**config.mk**
```make
export PLATFORM = sky130hd
export DESIGN_NAME = tmr_queue
export DESIGN_NICKNAME = d
export VERILOG_FILES = /design/src/rtl/tmr_pkg.sv /design/src/rtl/tmr_queue.sv
export SDC_FILE = /design/constraint.sdc
export NUM_CORES = 1
export LEC_CHECK = 0
export ABC_AREA = 1
export BUFFER_PORTS_ARGS = -buffer_cell sky130_fd_sc_hd__clkbuf_2
export CELL_PAD_IN_SITES_DETAIL_PLACEMENT = 2
export CELL_PAD_IN_SITES_GLOBAL_PLACEMENT = 2
export CORE_UTILIZATION = 23
export CTS_CLUSTER_DIAMETER = 40
export DETAILED_ROUTE_END_ITERATION = 10
export PLACE_DENSITY = 0.59
export SLEW_MARGIN = 20
export SYNTH_ARGS = -nofsm -noshare
export SYNTH_HDL_FRONTEND = slang
export SYNTH_SLANG_ARGS = --single-unit
export TNS_END_PERCENT = 1
```
**constraint.sdc**
```tcl
create_clock -name clk -period 1.7 [get_ports clk]
set_input_delay 0.17 -clock clk [delete_from_list [all_inputs] [get_ports clk]]
set_output_delay 0.17 -clock clk [all_outputs]
set_load 0.1 [all_outputs]
```
**src/rtl/tmr_pkg.sv**
```systemverilog
`timescale 1ns / 1ps

package tmr_pkg;

  // Store geometry
  localparam int STORE_DEPTH = 16384;
  localparam int ADDR_W      = $clog2(STORE_DEPTH);

  // Raster geometry; scrolled coordinates wrap at these sizes
  localparam int FRAME_WIDTH  = 640;
  localparam int FRAME_HEIGHT = 256;

  // Map layout, in map entries per tile row
  localparam int MAP_COLS_WIDE   = 80;
  localparam int MAP_COLS_NARROW = 40;

  // Attribute masks giving the palette offset
  localparam logic [7:0] PAL_MASK_TEXT   = 8'hFE;
  localparam logic [7:0] PAL_MASK_COLOUR = 8'hF0;

  // Queue between classifier and store sequencer
  localparam int QUEUE_DEPTH = 4;
  localparam int QPTR_W      = $clog2(QUEUE_DEPTH);

  // Compare-subtract steps for the wrap reduction (quotient below 2**MOD_STEPS)
  localparam int MOD_W     = 12;
  localparam int MOD_STEPS = 4;

  // Request opcodes
  localparam logic OP_WRITE  = 1'b0;
  localparam logic OP_RENDER = 1'b1;

  // Register indexes
  localparam int CFG_IDX_W = 4;
  localparam logic [CFG_IDX_W-1:0] REG_CONTROL     = 4'd0;
  localparam logic [CFG_IDX_W-1:0] REG_DEFAULT_ATTR = 4'd1;
  localparam logic [CFG_IDX_W-1:0] REG_MAP_BASE    = 4'd2;
  localparam logic [CFG_IDX_W-1:0] REG_PATTERN_BASE = 4'd3;
  localparam logic [CFG_IDX_W-1:0] REG_TRANSPARENT = 4'd4;
  localparam logic [CFG_IDX_W-1:0] REG_SCROLL_X    = 4'd5;
  localparam logic [CFG_IDX_W-1:0] REG_SCROLL_Y    = 4'd6;
  localparam logic [CFG_IDX_W-1:0] REG_CLIP_WINDOW = 4'd7;

  // Register reset values
  localparam logic [5:0]  MAP_BASE_RESET     = 6'd44;
  localparam logic [5:0]  PATTERN_BASE_RESET = 6'd12;
  localparam logic [7:0]  TRANSPARENT_RESET  = 8'd15;
  localparam logic [31:0] CLIP_RESET         = 32'hFF009F00;

  typedef struct packed {
    logic        enable;
    logic        wide;
    logic        def_attr;
    logic        bank;
    logic        text;
    logic        tiles512;
    logic [7:0]  fallback_attr;
    logic [5:0]  map_base;
    logic [5:0]  pattern_base;
    logic [7:0]  transparent;
    logic [9:0]  scroll_x;
    logic [7:0]  scroll_y;
    logic [31:0] clip;
  } tmr_cfg_t;

  // Classified request as it travels through the queue
  typedef struct packed {
    logic              render;
    logic [ADDR_W-1:0] addr;     // store address, or map entry address
    logic [7:0]        data;
    logic              clipped;
    logic [2:0]        def_row;
    logic [2:0]        def_col;
  } tmr_item_t;

  typedef struct packed {
    logic       layer_enabled;
    logic       pixel_visible;
    logic       below_ula;
    logic       text_mode;
    logic       palette_bank;
    logic [7:0] colour_index;
  } tmr_result_t;

  // Remainder by a constant modulus through binary-weighted compare-subtract
  function automatic logic [MOD_W-1:0] wrap_mod(input logic [MOD_W-1:0] value,
                                                input logic [MOD_W-1:0] modulus);
    logic [MOD_W-1:0]           rem;
    logic [MOD_W+MOD_STEPS-1:0] step;
    rem = value;
    for (int k = MOD_STEPS - 1; k >= 0; k--) begin
      step = {{MOD_STEPS{1'b0}}, modulus} << k;
      if ({{MOD_STEPS{1'b0}}, rem} >= step) begin
        rem = rem - step[MOD_W-1:0];
      end
    end
    return rem;
  endfunction

endpackage

```
**src/rtl/tmr_queue.sv**
```systemverilog
`timescale 1ns / 1ps

module tmr_queue
  import tmr_pkg::*;
(
  input  logic      clk,
  input  logic      rst,
  input  logic      push,
  input  tmr_item_t push_item,
  output logic      full,
  input  logic      pop,
  output logic      head_valid,
  output tmr_item_t head
);

  tmr_item_t         entries [QUEUE_DEPTH];
  logic [QPTR_W-1:0] wr_ptr;
  logic [QPTR_W-1:0] rd_ptr;
  logic [QPTR_W:0]   count;

  assign full       = (count == (QPTR_W + 1)'(QUEUE_DEPTH));
  assign head_valid = (count != '0);
  assign head       = entries[rd_ptr];

  // Pointers and fill count
  always_ff @(posedge clk) begin
    if (rst) begin
      wr_ptr <= '0;
      rd_ptr <= '0;
      count  <= '0;
    end else begin
      if (push) wr_ptr <= wr_ptr + 1'b1;
      if (pop)  rd_ptr <= rd_ptr + 1'b1;
      case ({push, pop})
        2'b10:   count <= count + 1'b1;
        2'b01:   count <= count - 1'b1;
        default: count <= count;
      endcase
    end
  end

  // Entry storage
  always_ff @(posedge clk) begin
    if (push) entries[wr_ptr] <= push_item;
  end

  a_no_overflow: assert property (@(posedge clk) disable iff (rst)
    push && full |-> pop)
    else $error("queue pushed while full");

  a_no_underflow: assert property (@(posedge clk) disable iff (rst)
    pop |-> head_valid)
    else $error("queue popped while empty");

  a_count_bound: assert property (@(posedge clk) disable iff (rst)
    count <= (QPTR_W + 1)'(QUEUE_DEPTH))
    else $error("queue count beyond depth");

endmodule

```
==> metrics.csv, run 1 <==
stage,metric,value,unit
synth,synth_edf_count,120,
global_routing,grt_overflow,0,
detailed_routing,routedWlPerCell,18.5,um
synth,synth_nets,390,
sta,rsz0062_at_grt,yes,
cells_and_area,final_area,7540,um^2
sta,clock_skew,0.00401,ns
sta,hold_viol,0,
critical_path,regToRegEndpoint,entries[2][12],
critical_path,rr_worst_depth,5,
cells_and_area,drive_above_1_share,0.368,
synth,yosysTopAreaCell,edfxtp_1,
min_path,hold_class,input pin to flop,
sta,finalSetupViolCount,30,
sta,max_slew_margin,0.642,
clock_tree,clk_pin_slew,0.05,ns
critical_path,cp_data_required_time,1.53,ns
detailed_routing,firstDrtPassIters,4,
flow_run,cap_violations,0,
synth,synthTopCellsByArea,"edfxtp_1 (73%), nor2_1 (5.3%), o22ai_1 (3.8%)",
place,dpl.hpwl,8010,um
critical_path,r2r_setup_slack,0.32,ns
clock_tree,cts.path.max_buffers,2,
sta,period_share,1.08,
synth,ys_seq_elements,129,
floorplanning,die_x,149,um
critical_path,worstPathArrival,1.66,ns
synth,ys_seq_area_frac,0.765,
global_routing,grt_max_degree,31,
place,io_buffer_count,65,
detailed_routing,drc,0,
outcome,status,"finished, violations left",
critical_path,crit_end,head[5],
detailed_routing,viasPerCell,4.39,
critical_path,endpoint_kind,primary output,
synth,synth_common_cells,"edfxtp_1 (120), nor2_1 (70), o21ai_0 (35)",
min_path,worstHoldStart,push_item[19],
synth,synth_cells,350,
place,gp_congestion,0.643,
cells_and_area,nets,516,
floorplanning,num_rows,53,
synth,yosysWarningCount,0,
detailed_routing,postRouteAntennaNets,0,
global_routing,grt_pass1_wl,21700,um
synth,syn_avg_cell_area,14.1,um^2
place,placed_cell_area,6090,um^2
floorplanning,start_util,0.235,
outcome,failed_checks,setup timing,
cells_and_area,syn2layout_area_growth,52.6,%
power,ir_drop,665,uV
power,power_density,1220,nW/um^2
power,p_leak,2.72,nW
clock_tree,cts-buffers-inserted,17,
clock_tree,htree_levels,4,
global_routing,grt_pass1_vias,3769,
clock_tree,clk_latency,0.41,ns
sta,fin_setup_tns,-2.45,ns
synth,synth.distinct_cells,18,
detailed_routing,wirelength,14100,um
synth,yosys_most_used_dff,edfxtp_1,
critical_path,criticalPathCategory,flop to primary output,
sta,layout_min_cycle_time,1.83,ns
floorplanning,core_area,21000,um^2
clock_tree,clock-sinks,129,
cells_and_area,n_antenna_cell,0,
sta,max_slew.worst_pin.slew,0.540,ns
floorplanning,pin_count,66,
detailed_routing,drt_iter0_markers,165,
critical_path,worstPathMaxFanout,15,
floorplanning,fp.dieH,149,um
synth,synth.cell_area,4940,um^2
synth,async_reset_ff_frac,0,
critical_path,r2r_start,wr_ptr[0],
floorplanning,fp.dieArea,22100,um^2
synth,synth.most_common_cell,edfxtp_1,
global_routing,grt.total_usage,0.135,
global_routing,antenna_found_initial,0,
synth,synth_top_area_frac,0.729,
clock_tree,ctsRootBufferMaster,clkbuf_16,
critical_path,critPathLaunchType,flop,
detailed_routing,vias,3342,
sta,fmax,547,MHz
sta,slew_viol_final,0,
clock_tree,cts_tree,done,
sta,setup_ws,-0.129,ns
## metrics by stage
step	setup slack, ns	hold slack [ns]	util	power (mW)	instances
after CTS	-0.146	0.0107	0.354	9.27	759
after global placement	0.147	0.349	0.290	5.56	690
after detailed placement	0.0782	0.363	0.290	5.60	690
final	-0.129	0.0239	0.359	9.17	762
after global routing	-0.176	0.00952	0.359	9.50	762
after floorplan	-0.610	0.242	-	4.88	350
## state kept, by name, indices dropped and copies added (netlist names), named ones only
register and count:
rd_ptr 2, count 3, entries 120, wr_ptr 2
## worst min-delay path by stage
stage                                 to  slack, ns  depth (start not counted)
after global routing      entries[3][12]       0.01                          1
after floorplan                 count[0]       0.24                          1
after CTS                 entries[3][12]       0.01                          1
final                     entries[3][19]       0.02                          1
after detailed placement        count[0]       0.36                          2
after global placement          count[0]       0.35                          2
## what timing repair did
item | CTS | global route
pin swaps | 17 | 9
setup buffers | 5 | 2
hold buffers | 29 | 0
endpoints found under the setup margin | 30 | 31
gates cloned | 5 | 2
gates resized for setup | 84 | 26
hold endpoints to repair | 113 | 0
## logic make-up (layout without fill, tap and decap cells)
family | count (synthesis) | in the layout | synth area share
simple gates | 82 | 82 | 0.0630
xor+xnor | 1 | 1 | 0.00177
buf+inv | 34 | 171 | 0.0463
fa+ha+maj | 6 | 6 | 0.0167
flops | 129 | 129 | 0.765
compound gates | 98 | 98 | 0.107
## final cells by class
type                    count  area, um^2
clock buffers              17         425
clock inverters            13         116
fillers                  2111       13500
inverters                  15        75.1
multi-input cells         187        1230
flip-flops and latches    129        3790
well taps                 275         344
repair buffers            124        1530
repair inverters            2        31.3
## where the power goes
group | switching (mW) | total [mW] | internal, mW
Sequential | 0.0621 | 3.68 | 3.62
Clock | 1.35 | 3.34 | 1.99
Combinational | 1.38 | 2.15 | 0.766
Total | 2.80 | 9.17 | 6.38
## critical path: stages, from the launching register on
cell	delay [ns]
dfxtp_4	0.39
buf_12	0.19
inv_8	0.09
o21ai_1	0.15
o22ai_2	0.10
buf_4	0.15
buf_12	0.15
## cells in the final DEF, fill, tap and decap left out, drive strengths merged
master         n
dfxtp          9
ha             5
buf           56
clkinvlp       5
edfxtp       120
nand4          1
nor3           1
bufinv         1
a21oi          3
fa             1
inv           15
o22ai         30
nand2         10
o21ai         65
nor2          70
xor2           1
clkbuf        56
clkinv         9
dlygate4sd3   29
## per-layer routing
metal | wire, um | up-vias | part of all wire | GRT usage
met2 | 7560 | 50 | 0.54 | 0.244
li1 | - | 1548 | - | -
met4 | 177 | 0 | 0.013 | 0.0474
met1 | 5920 | 1729 | 0.42 | 0.154
met3 | 412 | 15 | 0.029 | 0.0340
met5 | 0 | - | 0 | 0
Power figures use the tool's default switching activity.
==> run 2, diff against run 1 <==
==> constraint.sdc (replaced) <==
create_clock -name clk -period 2.1 [get_ports clk]
set_input_delay 0.21 -clock clk [delete_from_list [all_inputs] [get_ports clk]]
set_output_delay 0.21 -clock clk [all_outputs]
set_load 0.1 [all_outputs]
==> metrics.csv, run 2 (synthesized netlist as in run 1, its figures left out) <==
stage,metric,value,unit
floorplanning,core_area,21000,um^2
place,placed_cells,683,
cells_and_area,nets,484,
place,gp_congestion,0.716,
detailed_routing,postRouteAntennaNets,0,
floorplanning,pin_count,66,
detailed_routing,vias,3098,
global_routing,grt_pass1_vias,3559,
sta,rsz0062_at_grt,no,
critical_path,r2r_setup_slack,0.64,ns
cells_and_area,instances_no_fill,732,
clock_tree,cts_tree,done,
cells_and_area,seqCellArea,3790,um^2
clock_tree,cts.path.max_buffers,2,
power,p_leak,2.46,nW
floorplanning,fp.dieArea,22100,um^2
cells_and_area,largest_register_ffs,120,
cells_and_area,final_area,6840,um^2
power,ir_drop,475,uV
sta,slew_viol_final,0,
critical_path,worstPathMaxFanout,28,
floorplanning,num_rows,53,
detailed_routing,viasPerCell,4.23,
sta,max_slew_margin,0.639,
place,placed_cell_area,6030,um^2
clock_tree,clk_pin_slew,0.06,ns
critical_path,worstPathArrival,1.79,ns
cells_and_area,top_register,entries,
cells_and_area,syn2layout_area_growth,38.3,%
clock_tree,clock-sinks,129,
critical_path,criticalPathCategory,flop to primary output,
sta,period_share,0.953,
detailed_routing,routedWlPerCell,17.7,um
global_routing,grt_max_degree,61,
clock_tree,clk_latency,0.42,ns
sta,layout_min_cycle_time,2.00,ns
power,power_density,1070,nW/um^2
cells_and_area,utilization,0.325,
place,io_buffer_count,65,
critical_path,crit_end,head[10],
sta,finalSetupViolCount,0,
outcome,status,"complete, no violations",
sta,fmax,500,MHz
detailed_routing,firstDrtPassIters,4,
sta,holdWs,0.0188,ns
critical_path,critPathLaunchType,flop,
clock_tree,cts-buffers-inserted,17,
floorplanning,die_x,149,um
detailed_routing,drc,0,
cells_and_area,fill_cells,2155,
sta,hold_viol,0,
min_path,worstHoldStart,push_item[4],
detailed_routing,wirelength,12900,um
detailed_routing,drt_iter0_markers,132,
flow_run,cap_violations,0,
sta,max_slew.worst_pin.slew,0.543,ns
cells_and_area,final_common_cell,edfxtp_1,
clock_tree,htree_levels,4,
cells_and_area,n_antenna_cell,0,
cells_and_area,multi_input_area,998,um^2
cells_and_area,drive_above_1_share,0.271,
critical_path,endpoint_kind,primary output,
cells_and_area,mostFrequentLayoutCells,"edfxtp_1 (120), nor2_1 (70), o21ai_0 (35), clkbuf_2 (35), buf_12 (33)",
floorplanning,start_util,0.235,
cells_and_area,top_regs,"entries: 120 flops, count: 3 flops",
critical_path,r2r_start,wr_ptr[1],
sta,clock_skew,0.00722,ns
min_path,hold_class,input pin to flop,
global_routing,grt_pass1_wl,20300,um
critical_path,rr_worst_depth,5,
critical_path,cp_data_required_time,1.89,ns
place,dpl.hpwl,8040,um
clock_tree,ctsRootBufferMaster,clkbuf_16,
critical_path,regToRegEndpoint,entries[1][28],
global_routing,antenna_found_initial,0,
global_routing,grt_overflow,0,
floorplanning,fp.dieH,149,um
global_routing,grt.total_usage,0.127,
-- run 2: cell types whose count changed in the layout (fill, tap and decap cells not counted), sizes merged --
cell	change
buf	-12
clkinvlp	-2
clkbuf	-4
inv	+1
bufinv	+1
dlygate4sd3	-14
-- run 2: worst min path at each step --
stage,to,slack [ns],depth (start not counted)
finish,entries[2][4],0.02,1
floorplan,count[0],0.28,1
detailed placement,count[0],0.40,2
global route,entries[1][4],0.004,1
global placement,count[0],0.39,2
CTS,entries[1][23],0.001,1
-- run 2: per-layer routing --
| metal | vias up | part of all wire | GRT usage |
|---|---|---|---|
| li1 | 1483 | - | - |
| met1 | 1544 | 0.43 | 0.148 |
| met2 | 57 | 0.52 | 0.221 |
| met3 | 14 | 0.034 | 0.0350 |
| met4 | 0 | 0.013 | 0.0510 |
| met5 | - | 0 | 0 |
-- run 2: cell type report --
| type | instances | area share |
|---|---|---|
| Clock buffer | 17 | 0.0622 |
| Clock inverter | 15 | 0.0209 |
| Inverter | 15 | 0.0101 |
| Multi-Input combinational cell | 187 | 0.146 |
| Sequential cell | 129 | 0.554 |
| Tap cell | 275 | 0.0503 |
| Timing Repair Buffer | 94 | 0.157 |
-- run 2: where the power goes --
| part | switching (mW) | total (mW) | internal (mW) | leakage, nW |
|---|---|---|---|---|
| combinational | 1.03 | 1.50 | 0.473 | 1.02 |
| sequential | 0.0486 | 2.98 | 2.93 | 1.18 |
| clock | 1.12 | 2.85 | 1.73 | 0.269 |
-- run 2: critical path, stage by stage, from the launching register on --
cell,delay (ns)
dfxtp_4,0.51
buf_12,0.21
o21ai_0,0.12
o22ai_1,0.29
buf_12,0.22
-- run 2: repair_timing --
item,4_1_cts,5_1_grt
hold buffers,15,0
hold endpoints to repair,57,0
buffers inserted,0,2
setup endpoints to repair,29,12
resized for setup,6,7
-- run 2: stage by stage --
| stage | setup slack [ns] | setup TNS (ns) | total power [mW] |
|---|---|---|---|
| finish | 0.0990 | 0 | 7.34 |
| global route | 0.00203 | 0 | 7.60 |
| CTS | 0.00581 | 0 | 7.43 |
| detailed placement | 0.275 | 0 | 4.51 |
| global placement | 0.378 | 0 | 4.48 |
| floorplan | -0.250 | -7.49 | 3.95 |
