`src/rtl/tmr_pkg.sv`:
```
`timescale 1ns / 1ps

package tmr_pkg;

  // Store geometry
  localparam int STORE_DEPTH = 16384;
  localparam int ADDR_W      = $clog2(STORE_DEPTH);

  // Raster geometry; scrolled coordinates wrap at these sizes
  localparam int FRAME_WIDTH  = 640;
  localparam int FRAME_HEIGHT = 256;

  // Map layout, in map entries per tile row
  localparam int MAP_COLS_WIDE   = 80;
  localparam int MAP_COLS_NARROW = 40;

  // Attribute masks giving the palette offset
  localparam logic [7:0] PAL_MASK_TEXT   = 8'hFE;
  localparam logic [7:0] PAL_MASK_COLOUR = 8'hF0;

  // Queue between classifier and store sequencer
  localparam int QUEUE_DEPTH = 4;
  localparam int QPTR_W      = $clog2(QUEUE_DEPTH);

  // Compare-subtract steps for the wrap reduction (quotient below 2**MOD_STEPS)
  localparam int MOD_W     = 12;
  localparam int MOD_STEPS = 4;

  // Request opcodes
  localparam logic OP_WRITE  = 1'b0;
  localparam logic OP_RENDER = 1'b1;

  // Register indexes
  localparam int CFG_IDX_W = 4;
  localparam logic [CFG_IDX_W-1:0] REG_CONTROL     = 4'd0;
  localparam logic [CFG_IDX_W-1:0] REG_DEFAULT_ATTR = 4'd1;
  localparam logic [CFG_IDX_W-1:0] REG_MAP_BASE    = 4'd2;
  localparam logic [CFG_IDX_W-1:0] REG_PATTERN_BASE = 4'd3;
  localparam logic [CFG_IDX_W-1:0] REG_TRANSPARENT = 4'd4;
  localparam logic [CFG_IDX_W-1:0] REG_SCROLL_X    = 4'd5;
  localparam logic [CFG_IDX_W-1:0] REG_SCROLL_Y    = 4'd6;
  localparam logic [CFG_IDX_W-1:0] REG_CLIP_WINDOW = 4'd7;

  // Register reset values
  localparam logic [5:0]  MAP_BASE_RESET     = 6'd44;
  localparam logic [5:0]  PATTERN_BASE_RESET = 6'd12;
  localparam logic [7:0]  TRANSPARENT_RESET  = 8'd15;
  localparam logic [31:0] CLIP_RESET         = 32'hFF009F00;

  typedef struct packed {
    logic        enable;
    logic        wide;
    logic        def_attr;
    logic        bank;
    logic        text;
    logic        tiles512;
    logic [7:0]  fallback_attr;
    logic [5:0]  map_base;
    logic [5:0]  pattern_base;
    logic [7:0]  transparent;
    logic [9:0]  scroll_x;
    logic [7:0]  scroll_y;
    logic [31:0] clip;
  } tmr_cfg_t;

  // Classified request as it travels through the queue
  typedef struct packed {
    logic              render;
    logic [ADDR_W-1:0] addr;     // store address, or map entry address
    logic [7:0]        data;
    logic              clipped;
    logic [2:0]        def_row;
    logic [2:0]        def_col;
  } tmr_item_t;

  typedef struct packed {
    logic       layer_enabled;
    logic       pixel_visible;
    logic       below_ula;
    logic       text_mode;
    logic       palette_bank;
    logic [7:0] colour_index;
  } tmr_result_t;

  // Remainder by a constant modulus through binary-weighted compare-subtract
  function automatic logic [MOD_W-1:0] wrap_mod(input logic [MOD_W-1:0] value,
                                                input logic [MOD_W-1:0] modulus);
    logic [MOD_W-1:0]           rem;
    logic [MOD_W+MOD_STEPS-1:0] step;
    rem = value;
    for (int k = MOD_STEPS - 1; k >= 0; k--) begin
      step = {{MOD_STEPS{1'b0}}, modulus} << k;
      if ({{MOD_STEPS{1'b0}}, rem} >= step) begin
        rem = rem - step[MOD_W-1:0];
      end
    end
    return rem;
  endfunction

endpackage

```
`src/rtl/tmr_front.sv`:
```
`timescale 1ns / 1ps

module tmr_front
  import tmr_pkg::*;
(
  input  logic                 clk,
  input  logic                 rst,
  // configuration writes
  input  logic                 cfg_valid,
  input  logic [CFG_IDX_W-1:0] cfg_index,
  input  logic [31:0]          cfg_data,
  output tmr_cfg_t             cfg,
  // request channel
  input  logic                 item_valid,
  output logic                 item_stall,
  input  logic                 opcode,
  input  logic [ADDR_W-1:0]    store_address,
  input  logic [7:0]           store_data,
  input  logic [7:0]           raster_row,
  input  logic [9:0]           raster_column,
  // queue side
  output logic                 push,
  output tmr_item_t            push_item,
  input  logic                 queue_full
);

  // Stage one: scrolled and wrapped coordinates
  logic              s1_valid;
  logic              s1_render;
  logic [ADDR_W-1:0] s1_addr;
  logic [7:0]        s1_data;
  logic [7:0]        s1_row;
  logic [9:0]        s1_col;

  logic              accept;
  logic [MOD_W-1:0]  row_sum;
  logic [MOD_W-1:0]  col_sum;
  logic [MOD_W-1:0]  row_wrap;
  logic [MOD_W-1:0]  col_wrap;

  // Stage two: clip test and map address
  logic [7:0]        x1, x2, y1, y2;
  logic [7:0]        col_quad;
  logic [ADDR_W-1:0] map_cell;
  logic [ADDR_W-1:0] map_scaled;
  logic [ADDR_W-1:0] map_off;

  // Configuration registers
  always_ff @(posedge clk) begin
    if (rst) begin
      cfg.enable        <= 1'b0;
      cfg.wide          <= 1'b0;
      cfg.def_attr      <= 1'b0;
      cfg.bank          <= 1'b0;
      cfg.text          <= 1'b0;
      cfg.tiles512      <= 1'b0;
      cfg.fallback_attr <= '0;
      cfg.map_base      <= MAP_BASE_RESET;
      cfg.pattern_base  <= PATTERN_BASE_RESET;
      cfg.transparent   <= TRANSPARENT_RESET;
      cfg.scroll_x      <= '0;
      cfg.scroll_y      <= '0;
      cfg.clip          <= CLIP_RESET;
    end else if (cfg_valid) begin
      case (cfg_index)
        REG_CONTROL: begin
          cfg.enable   <= cfg_data[7];
          cfg.wide     <= cfg_data[6];
          cfg.def_attr <= cfg_data[5];
          cfg.bank     <= cfg_data[4];
          cfg.text     <= cfg_data[3];
          cfg.tiles512 <= cfg_data[1];
        end
        REG_DEFAULT_ATTR: cfg.fallback_attr     <= cfg_data[7:0];
        REG_MAP_BASE:     cfg.map_base          <= cfg_data[5:0];
        REG_PATTERN_BASE: cfg.pattern_base      <= cfg_data[5:0];
        REG_TRANSPARENT:  cfg.transparent       <= cfg_data[7:0];
        REG_SCROLL_X:     cfg.scroll_x          <= cfg_data[9:0];
        REG_SCROLL_Y:     cfg.scroll_y          <= cfg_data[7:0];
        REG_CLIP_WINDOW:  cfg.clip              <= cfg_data;
        default: ;
      endcase
    end
  end

  // Handshake: stage one holds while the queue is full
  assign push       = s1_valid && !queue_full;
  assign item_stall = s1_valid && queue_full;
  assign accept     = item_valid && !item_stall;

  // Scroll (doubled in 40-column mode) and wrap
  assign row_sum  = MOD_W'(raster_row) + MOD_W'(cfg.scroll_y);
  assign col_sum  = MOD_W'(raster_column)
                  + (cfg.wide ? MOD_W'(cfg.scroll_x) : MOD_W'({cfg.scroll_x, 1'b0}));
  assign row_wrap = wrap_mod(row_sum, MOD_W'(FRAME_HEIGHT));
  assign col_wrap = wrap_mod(col_sum, MOD_W'(FRAME_WIDTH));

  always_ff @(posedge clk) begin
    if (rst) begin
      s1_valid <= 1'b0;
    end else if (accept) begin
      s1_valid <= 1'b1;
    end else if (push) begin
      s1_valid <= 1'b0;
    end
  end

  always_ff @(posedge clk) begin
    if (accept) begin
      s1_render <= (opcode == OP_RENDER);
      s1_addr   <= store_address;
      s1_data   <= store_data;
      s1_row    <= row_wrap[7:0];
      s1_col    <= col_wrap[9:0];
    end
  end

  // Clip window, columns in units of four
  assign x1       = cfg.clip[7:0];
  assign x2       = cfg.clip[15:8];
  assign y1       = cfg.clip[23:16];
  assign y2       = cfg.clip[31:24];
  assign col_quad = s1_col[9:2];

  // Map entry address, two bytes per entry unless the default attribute is used
  assign map_cell   = ADDR_W'(s1_row[7:3])
                    * (cfg.wide ? ADDR_W'(MAP_COLS_WIDE) : ADDR_W'(MAP_COLS_NARROW))
                    + (cfg.wide ? ADDR_W'(s1_col[9:3]) : ADDR_W'(s1_col[9:4]));
  assign map_scaled = cfg.def_attr ? map_cell : {map_cell[ADDR_W-2:0], 1'b0};
  assign map_off    = {cfg.map_base, 8'd0} + map_scaled;

  always_comb begin
    push_item         = '0;
    push_item.render  = s1_render;
    push_item.data    = s1_data;
    push_item.addr    = s1_render ? map_off : s1_addr;
    push_item.clipped = (s1_row < y1) || (s1_row > y2) || (col_quad < x1) || (col_quad > x2);
    push_item.def_row = s1_row[2:0];
    push_item.def_col = cfg.wide ? s1_col[2:0] : s1_col[3:1];
  end

endmodule

```
`config.mk`:
```
export PLATFORM = sky130hd
export DESIGN_NAME = tmr_front
export DESIGN_NICKNAME = d
export VERILOG_FILES = /design/src/rtl/tmr_pkg.sv /design/src/rtl/tmr_front.sv
export SDC_FILE = /design/constraint.sdc
export NUM_CORES = 1
export LEC_CHECK = 0
export BUFFER_PORTS_ARGS = -buffer_cell sky130_fd_sc_hd__buf_2
export CORE_MARGIN = 10
export CORE_UTILIZATION = 25
export DETAILED_ROUTE_END_ITERATION = 8
export GPL_TIMING_DRIVEN = 0
export PLACE_DENSITY = 0.55
export SKIP_LAST_GASP = 1
export SLEW_MARGIN = 40
export SYNTH_ARGS = -nofsm -noshare
export SYNTH_HDL_FRONTEND = slang
export SYNTH_SLANG_ARGS = --single-unit
```
`constraint.sdc`:
```
create_clock -name clk -period 14 [get_ports clk]
set_input_delay 1.4 -clock clk [delete_from_list [all_inputs] [get_ports clk]]
set_output_delay 1.4 -clock clk [all_outputs]
set_load 0.02 [all_outputs]
```
==> results.cfg, run 1 <==
[clock_network]
ctsHoldBuffers = 0
clk_path_buf_depth = 2
cts.sinks = 126
post-cts-setup-buffer-count = 0
clock_tree_from_tritoncts = built
cts_repair_resize_count = 0
clock_tree.root_cell = sky130_fd_sc_hd__clkbuf_16
clk_pin_slew_worst_paths_ns = 0.06
cts_buffers = 17
ctsHtreeMaxLevel = 4
clock_latency_ns = 0.42

[sta]
min_period_over_period = 0.577
max_freq_mhz = 124
total_count_of_hold_check_failures_in_the_final_report = 0
drv_slew = 0
clock_skew_ns = 0.0126
finalSetupViolCount = 0
worst_hold_slack_ns = 0.468
grt_setup_unrepaired = no
timing.slew.headroom = 0.458
tightest_slew_ns = 0.813
fin_crit_ns = 8.08
setup_tns_ns = 0

[global_routing]
first_global_vias = 6306
groute.layer.met3.usage = 0.0246
met2_track_usage_gr = 0.220
grt_max_degree = 20
grt_pass1_wl_um = 37600
global_route.usage.total = 0.129
gr-total-overflow = 0
gr-usage-met1 = 0.161
grt_antenna_before_repair = 1
top_usage_layer = met2

[route]
dr.first_iter.drc_count = 257
via_total_after_detailed_routing = 6226
post_drt_via_cell_ratio = 4.43
avgRoutedWirePerCell_um = 17.6
route.antenna.remaining_nets = 0
drc = 0
first_pass_iters = 4
routed_wl_um = 24700

[yosys]
synth.cells.most_frequent = sky130_fd_sc_hd__nor2_1 (90), sky130_fd_sc_hd__dfxtp_1 (85), sky130_fd_sc_hd__ha_1 (79)
synth_simple_gate_area_frac = 0.134
synth_edf_count = 41
yosys.area_share.xor_xnor = 0.0312
area_of_the_mapped_netlist_mm2 = 0.00754
total_of_flip_flops_plus_latches_after_synthesis = 126
yosys-top-cells-area = sky130_fd_sc_hd__dfxtp_1 (23%), sky130_fd_sc_hd__edfxtp_1 (16%), sky130_fd_sc_hd__ha_1 (13%)
synth_nets = 957
synth-adder-area-share = 0.152
share_of_synthesized_area_spent_on_multiplexers = 0.101
top_ff_cell_synth = sky130_fd_sc_hd__dfxtp_1
post-synth-top-count-cell = sky130_fd_sc_hd__nor2_1
asyncSetResetFlopFracSynth = 0
synth_warnings = 0
dominant_combinational_cell_family_by_area_after_synthesis = adder cells
ys_seq_area_frac = 0.389
synth-compound-area-share = 0.134
synth_largest_type_area_fraction = 0.226
syn-instance-count = 788
biggest_area_consumer_among_synthesized_cells = sky130_fd_sc_hd__dfxtp_1
post_synth.cell_area_avg_um2 = 9.57
synth.lib_cells_used.distinct = 62

[place]
post_dp_cell_area_mm2 = 0.00904
gp_congestion = 0.838
post-dp-hpwl_um = 20300
port_buffers = 192
placedCellCount = 1372

[layout]
final_core_utilization = 0.325
final_cell_area_mm2 = 0.00967
layout-area-overhead-vs-synth_pct = 28.2
drive_above_1_share = 0.266
fin_nets = 1170
layoutNonFillerInstCount = 1405

[worst_setup_path]
required_ns = 12.60
buffers_plus_inverters_on_the_worst_setup_path = 6
timing.critical_path.arrival_ns = 6.68
worstReg2RegStart = cfg[82]
worst_path_largest_cell_delay_ns = 0.61
startpoint = cfg[82]
worstPathCellList = clkbuf_1 -> clkbuf_1 -> clkbuf_1 -> mux2_2 -> ha_1 -> inv_1 -> fa_1 -> fa_1 -> inv_1 -> ha_1 -> a21o_1 -> a21oi_1 -> xnor2_1 -> nand2_1 -> o21ai_0 -> ha_1 -> a21o_1 -> a21oi_1 -> o21bai_1 -> a21oi_1 -> xnor2_1 -> xnor2_1 -> a21oi_1 -> buf_2
crit_family = adder cells
worst-setup-path-type = reg2out
setup.worst_path.start_class = register
critical-path-slowest-cell = sky130_fd_sc_hd__clkbuf_1
timing.critical_path.fanout_max = 10
cpMostUsedCell = sky130_fd_sc_hd__a21oi_1
cp-end-kind = output pin

[power]
power.static_leakage_nw = 4.39
vdd.ir_drop.worst_v = 0.0000740
powerDensity_mw_per_mm2 = 109

[die]
start_util = 0.254
die_height_um = 194
fp.coreArea_mm2 = 0.0297
floorplan.rows = 63
pin_count = 198
design.die.area_mm2 = 0.0375
die_width_um = 194

[outcome]
status = complete, no violations

[worst_hold_path]
timing.hold.worst.class = reg2reg
hold_path_startpoint = cfg[7]

[run]
max-cap-violations = 0
-- worst paths after layout --
check                   to  slack, ns  cells after the start
max          push_item[28]       5.92                     24
min                 cfg[7]       0.47                      2
max reg2reg      s1_col[9]       8.13                     19
min reg2reg         cfg[7]       0.47                      2
-- final cells by class --
cell class | count | area (um2)
Fill cell | 3123 | 20000
Multi-Input combinational cell | 549 | 4180
Sequential cell | 126 | 2930
Timing Repair Buffer | 194 | 1000
Tap cell | 390 | 488
Clock buffer | 20 | 468
Inverter | 71 | 267
Buffer | 42 | 174
Clock inverter | 12 | 156
Antenna cell | 1 | 2.50
-- logic make-up after synthesis --
logic type | count (synthesis)
buffers and inverters | 113
AOI/OAI and AO/OA | 147
xor gates and xnor gates | 26
muxes | 73
other | 2
adders and majority gates | 87
DFF | 126
and+or+nand+nor | 214
-- report_power, final --
part	switching, mW	internal [mW]	total (mW)
clock network	0.174	0.297	0.470
logic	0.106	0.0740	0.180
registers	0.00939	0.391	0.401
-- flip-flops by register name, summed over array words and instances, names as in the netlist --
register   count
cfg           84
s1_addr       14
s1_valid       1
s1_col        10
s1_row         8
s1_data        8
s1_render      1
-- worst reg2reg max path: cells and delay by family (launching register included) --
family	cells	cell delay (ns)
xor+xnor	1	0.15
mux	1	0.42
compound gates	6	1.29
simple gates	5	1.09
buf+inv	3	1.40
flops	1	0.33
fa+ha+maj	3	0.95
-- per-layer routing --
metal	up-vias	wire (um)
met5	-	0
met4	0	281
li1	3142	-
met3	15	969
met1	2948	11200
met2	121	12200
-- metrics by stage --
stage          power, mW  setup WS [ns]
4_1_cts             1.06           5.86
5_1_grt             1.10           5.41
2_1_floorplan      0.524           6.93
6_report            1.05           5.92
3_3_place_gp       0.588           6.38
3_5_place_dp       0.591           6.35
-- cell usage in the layout, fill, tap and decap left out, types with 6 or more instances in the layout --
cell                        count
sky130_fd_sc_hd__clkbuf_16     18
sky130_fd_sc_hd__o21bai_1       6
sky130_fd_sc_hd__mux2_2        23
sky130_fd_sc_hd__fa_1           8
sky130_fd_sc_hd__nor2_1        90
sky130_fd_sc_hd__a21oi_1       54
sky130_fd_sc_hd__inv_1         71
sky130_fd_sc_hd__dfxtp_1       85
sky130_fd_sc_hd__o21a_1         7
sky130_fd_sc_hd__and2_1         6
sky130_fd_sc_hd__a21o_1        16
sky130_fd_sc_hd__mux2i_1       50
sky130_fd_sc_hd__nand3b_1       6
sky130_fd_sc_hd__nand2b_1       8
sky130_fd_sc_hd__a211o_1       22
sky130_fd_sc_hd__buf_2        193
sky130_fd_sc_hd__o21ai_0       17
sky130_fd_sc_hd__edfxtp_1      41
sky130_fd_sc_hd__nor2b_1       19
sky130_fd_sc_hd__ha_1          79
sky130_fd_sc_hd__xnor2_1       18
sky130_fd_sc_hd__clkbuf_1      36
sky130_fd_sc_hd__nor3_1         8
sky130_fd_sc_hd__nand2_1       49
sky130_fd_sc_hd__xor2_1         7
Note: power is estimated with default switching activity, not from simulation.
==> inputs of run 2 (changes only) <==
--- a/config.mk
+++ b/config.mk
@@ -10,7 +10,7 @@
 export CORE_UTILIZATION = 25
 export DETAILED_ROUTE_END_ITERATION = 8
 export GPL_TIMING_DRIVEN = 0
-export PLACE_DENSITY = 0.55
+export PLACE_DENSITY = 0.56
 export SKIP_LAST_GASP = 1
 export SLEW_MARGIN = 40
 export SYNTH_ARGS = -nofsm -noshare
==> constraint.sdc (replaced) <==
create_clock -name clk -period 6.59 [get_ports clk]
set_input_delay 0.659 -clock clk [delete_from_list [all_inputs] [get_ports clk]]
set_output_delay 0.659 -clock clk [all_outputs]
set_load 0.02 [all_outputs]
==> run 2 against run 1 <==
  * Flip-flop and latch count unchanged
  * Register-to-register slack worse by 6.6 ns
  * Wire length up 0.13%
  * Via count down 0.39%
  * Sequential share of layout area down 0.051 points
  * Combinational power up 120%
  * Critical endpoint unchanged
  * Largest power group unchanged
  * Highest routed layer unchanged
==> results.cfg, run 2 (synthesis results as in run 1) <==
[outcome]
status = complete, no violations

[worst_setup_path]
timing.critical_path.arrival_ns = 5.60
setup.worst_path.start_class = register
required_ns = 5.93
worst-setup-path-type = reg2out
worstPathCellList = buf_4 -> clkbuf_8 -> mux2_2 -> ha_1 -> inv_1 -> fa_1 -> fa_1 -> inv_1 -> ha_1 -> a21oi_2 -> nor2b_1 -> o21a_1 -> nor2_1 -> xnor2_1 -> mux2_2 -> ha_1 -> a21oi_2 -> o21bai_1 -> a21oi_1 -> xnor2_1 -> xnor2_1 -> a21oi_1 -> buf_2
worst_path_largest_cell_delay_ns = 0.55
timing.critical_path.fanout_max = 10
cp-end-kind = output pin
critical-path-slowest-cell = sky130_fd_sc_hd__fa_1

[global_routing]
grt_pass1_wl_um = 37600
grt_antenna_before_repair = 0
first_global_vias = 6349
global_route.usage.total = 0.129
gr-total-overflow = 0
grt_max_degree = 19

[die]
fp.coreArea_mm2 = 0.0297
pin_count = 198
start_util = 0.254
die_height_um = 194
design.die.area_mm2 = 0.0375
die_width_um = 194
floorplan.rows = 63

[clock_network]
ctsHtreeMaxLevel = 4
clock_tree_from_tritoncts = built
cts.sinks = 126
clock_tree.root_cell = sky130_fd_sc_hd__clkbuf_16
cts_buffers = 17
ctsHoldBuffers = 0
clock_latency_ns = 0.42
post-cts-setup-buffer-count = 0
clk_path_buf_depth = 2
clk_pin_slew_worst_paths_ns = 0.06

[sta]
finalSetupViolCount = 0
fin_crit_ns = 6.26
max_freq_mhz = 160
tightest_slew_ns = 0.719
min_period_over_period = 0.950
timing.slew.headroom = 0.521
worst_hold_slack_ns = 0.421
clock_skew_ns = 0.0196
drv_slew = 0
total_count_of_hold_check_failures_in_the_final_report = 0

[layout]
top_register = cfg
nFillCells = 3100
layout-area-overhead-vs-synth_pct = 28.6
antennaDiodeCount = 0
drive_above_1_share = 0.273
biggestRegsByFlops = cfg: 84 flops, s1_addr: 14 flops, s1_col: 10 flops
most-common-layout-cells = sky130_fd_sc_hd__buf_2 (193), sky130_fd_sc_hd__nor2_1 (90), sky130_fd_sc_hd__dfxtp_1 (84), sky130_fd_sc_hd__ha_1 (79), sky130_fd_sc_hd__inv_1 (71)
mostFrequentLayoutCell = sky130_fd_sc_hd__buf_2
largest_register_ffs = 84
final_core_utilization = 0.326
fin_nets = 1170
final_cell_area_mm2 = 0.00970

[route]
first_pass_iters = 4
via_total_after_detailed_routing = 6202
drc = 0
post_drt_via_cell_ratio = 4.42
route.antenna.remaining_nets = 0
avgRoutedWirePerCell_um = 17.6
routed_wl_um = 24700
dr.first_iter.drc_count = 290

[run]
max-cap-violations = 0

[power]
vdd.ir_drop.worst_v = 0.000160
powerDensity_mw_per_mm2 = 229
power.static_leakage_nw = 4.41

[place]
gp_congestion = 0.824
port_buffers = 192
post-dp-hpwl_um = 20200
post_dp_cell_area_mm2 = 0.00904

[worst_hold_path]
timing.hold.worst.class = in2reg
-- run 2: path summary, 6_finish.rpt --
kind                    start            end  slack (ns)  cells after the start
max                   cfg[82]  push_item[28]        0.33                     23
min          store_address[6]     s1_addr[6]        0.42                      1
max reg2reg           cfg[82]      s1_col[8]        1.49                     19
min reg2reg            cfg[2]         cfg[2]        0.47                      2
-- run 2: cell type report --
| type | count | area [um2] | area share |
|---|---|---|---|
| Multi-Input combinational cell | 549 | 4190 | 0.432 |
| Sequential cell | 126 | 2940 | 0.303 |
| Timing Repair Buffer | 195 | 1010 | 0.104 |
| Clock buffer | 24 | 524 | 0.0541 |
| Tap cell | 390 | 488 | 0.0503 |
| Inverter | 71 | 267 | 0.0275 |
| Buffer | 41 | 185 | 0.0191 |
| Clock inverter | 8 | 97.6 | 0.0101 |
-- run 2: through the flow --
step	cells	total power, mW	setup slack, ns	setup TNS (ns)
global placement	1370	1.25	-0.300	-0.378
finish	1404	2.22	0.331	0
global route	1404	2.33	-0.0194	-0.0194
floorplan	788	1.11	0.259	0
CTS	1403	2.24	0.00241	0
detailed placement	1372	1.26	-0.313	-0.348
-- run 2: power breakdown --
group	internal [mW]	switching (mW)	total, mW
Combinational	0.160	0.230	0.389
Sequential	0.831	0.0195	0.850
Clock	0.633	0.347	0.980
Total	1.62	0.596	2.22
-- run 2: critical path: cells and delay by family (launching register included) --
family / cells / cell delay, ns
AO/OA/AOI/OAI: 6 / 0.94
flip-flops: 1 / 0.40
multiplexers: 2 / 0.64
AND/OR/NAND/NOR: 2 / 0.18
buffers and inverters: 5 / 0.68
XOR/XNOR: 3 / 0.35
adder cells (fa/ha/maj): 5 / 2.01
-- run 2: timing repair --
action / 4_1_cts / 5_1_grt
gates resized for setup: 5 / 10
endpoints found under the setup margin: 5 / 3
endpoints found under the hold margin: 0 / 0
gates cloned: 0 / 0
-- run 2: layer usage --
| metal | part of all wire | track usage | routed length [um] | up-vias |
|---|---|---|---|---|
| met4 | 0.010 | 0.0389 | 259 | 0 |
| met3 | 0.052 | 0.0268 | 1270 | 10 |
| met5 | 0 | 0 | 0 | - |
| met1 | 0.44 | 0.158 | 10900 | 2898 |
| li1 | - | - | - | 3158 |
| met2 | 0.50 | 0.223 | 12200 | 136 |
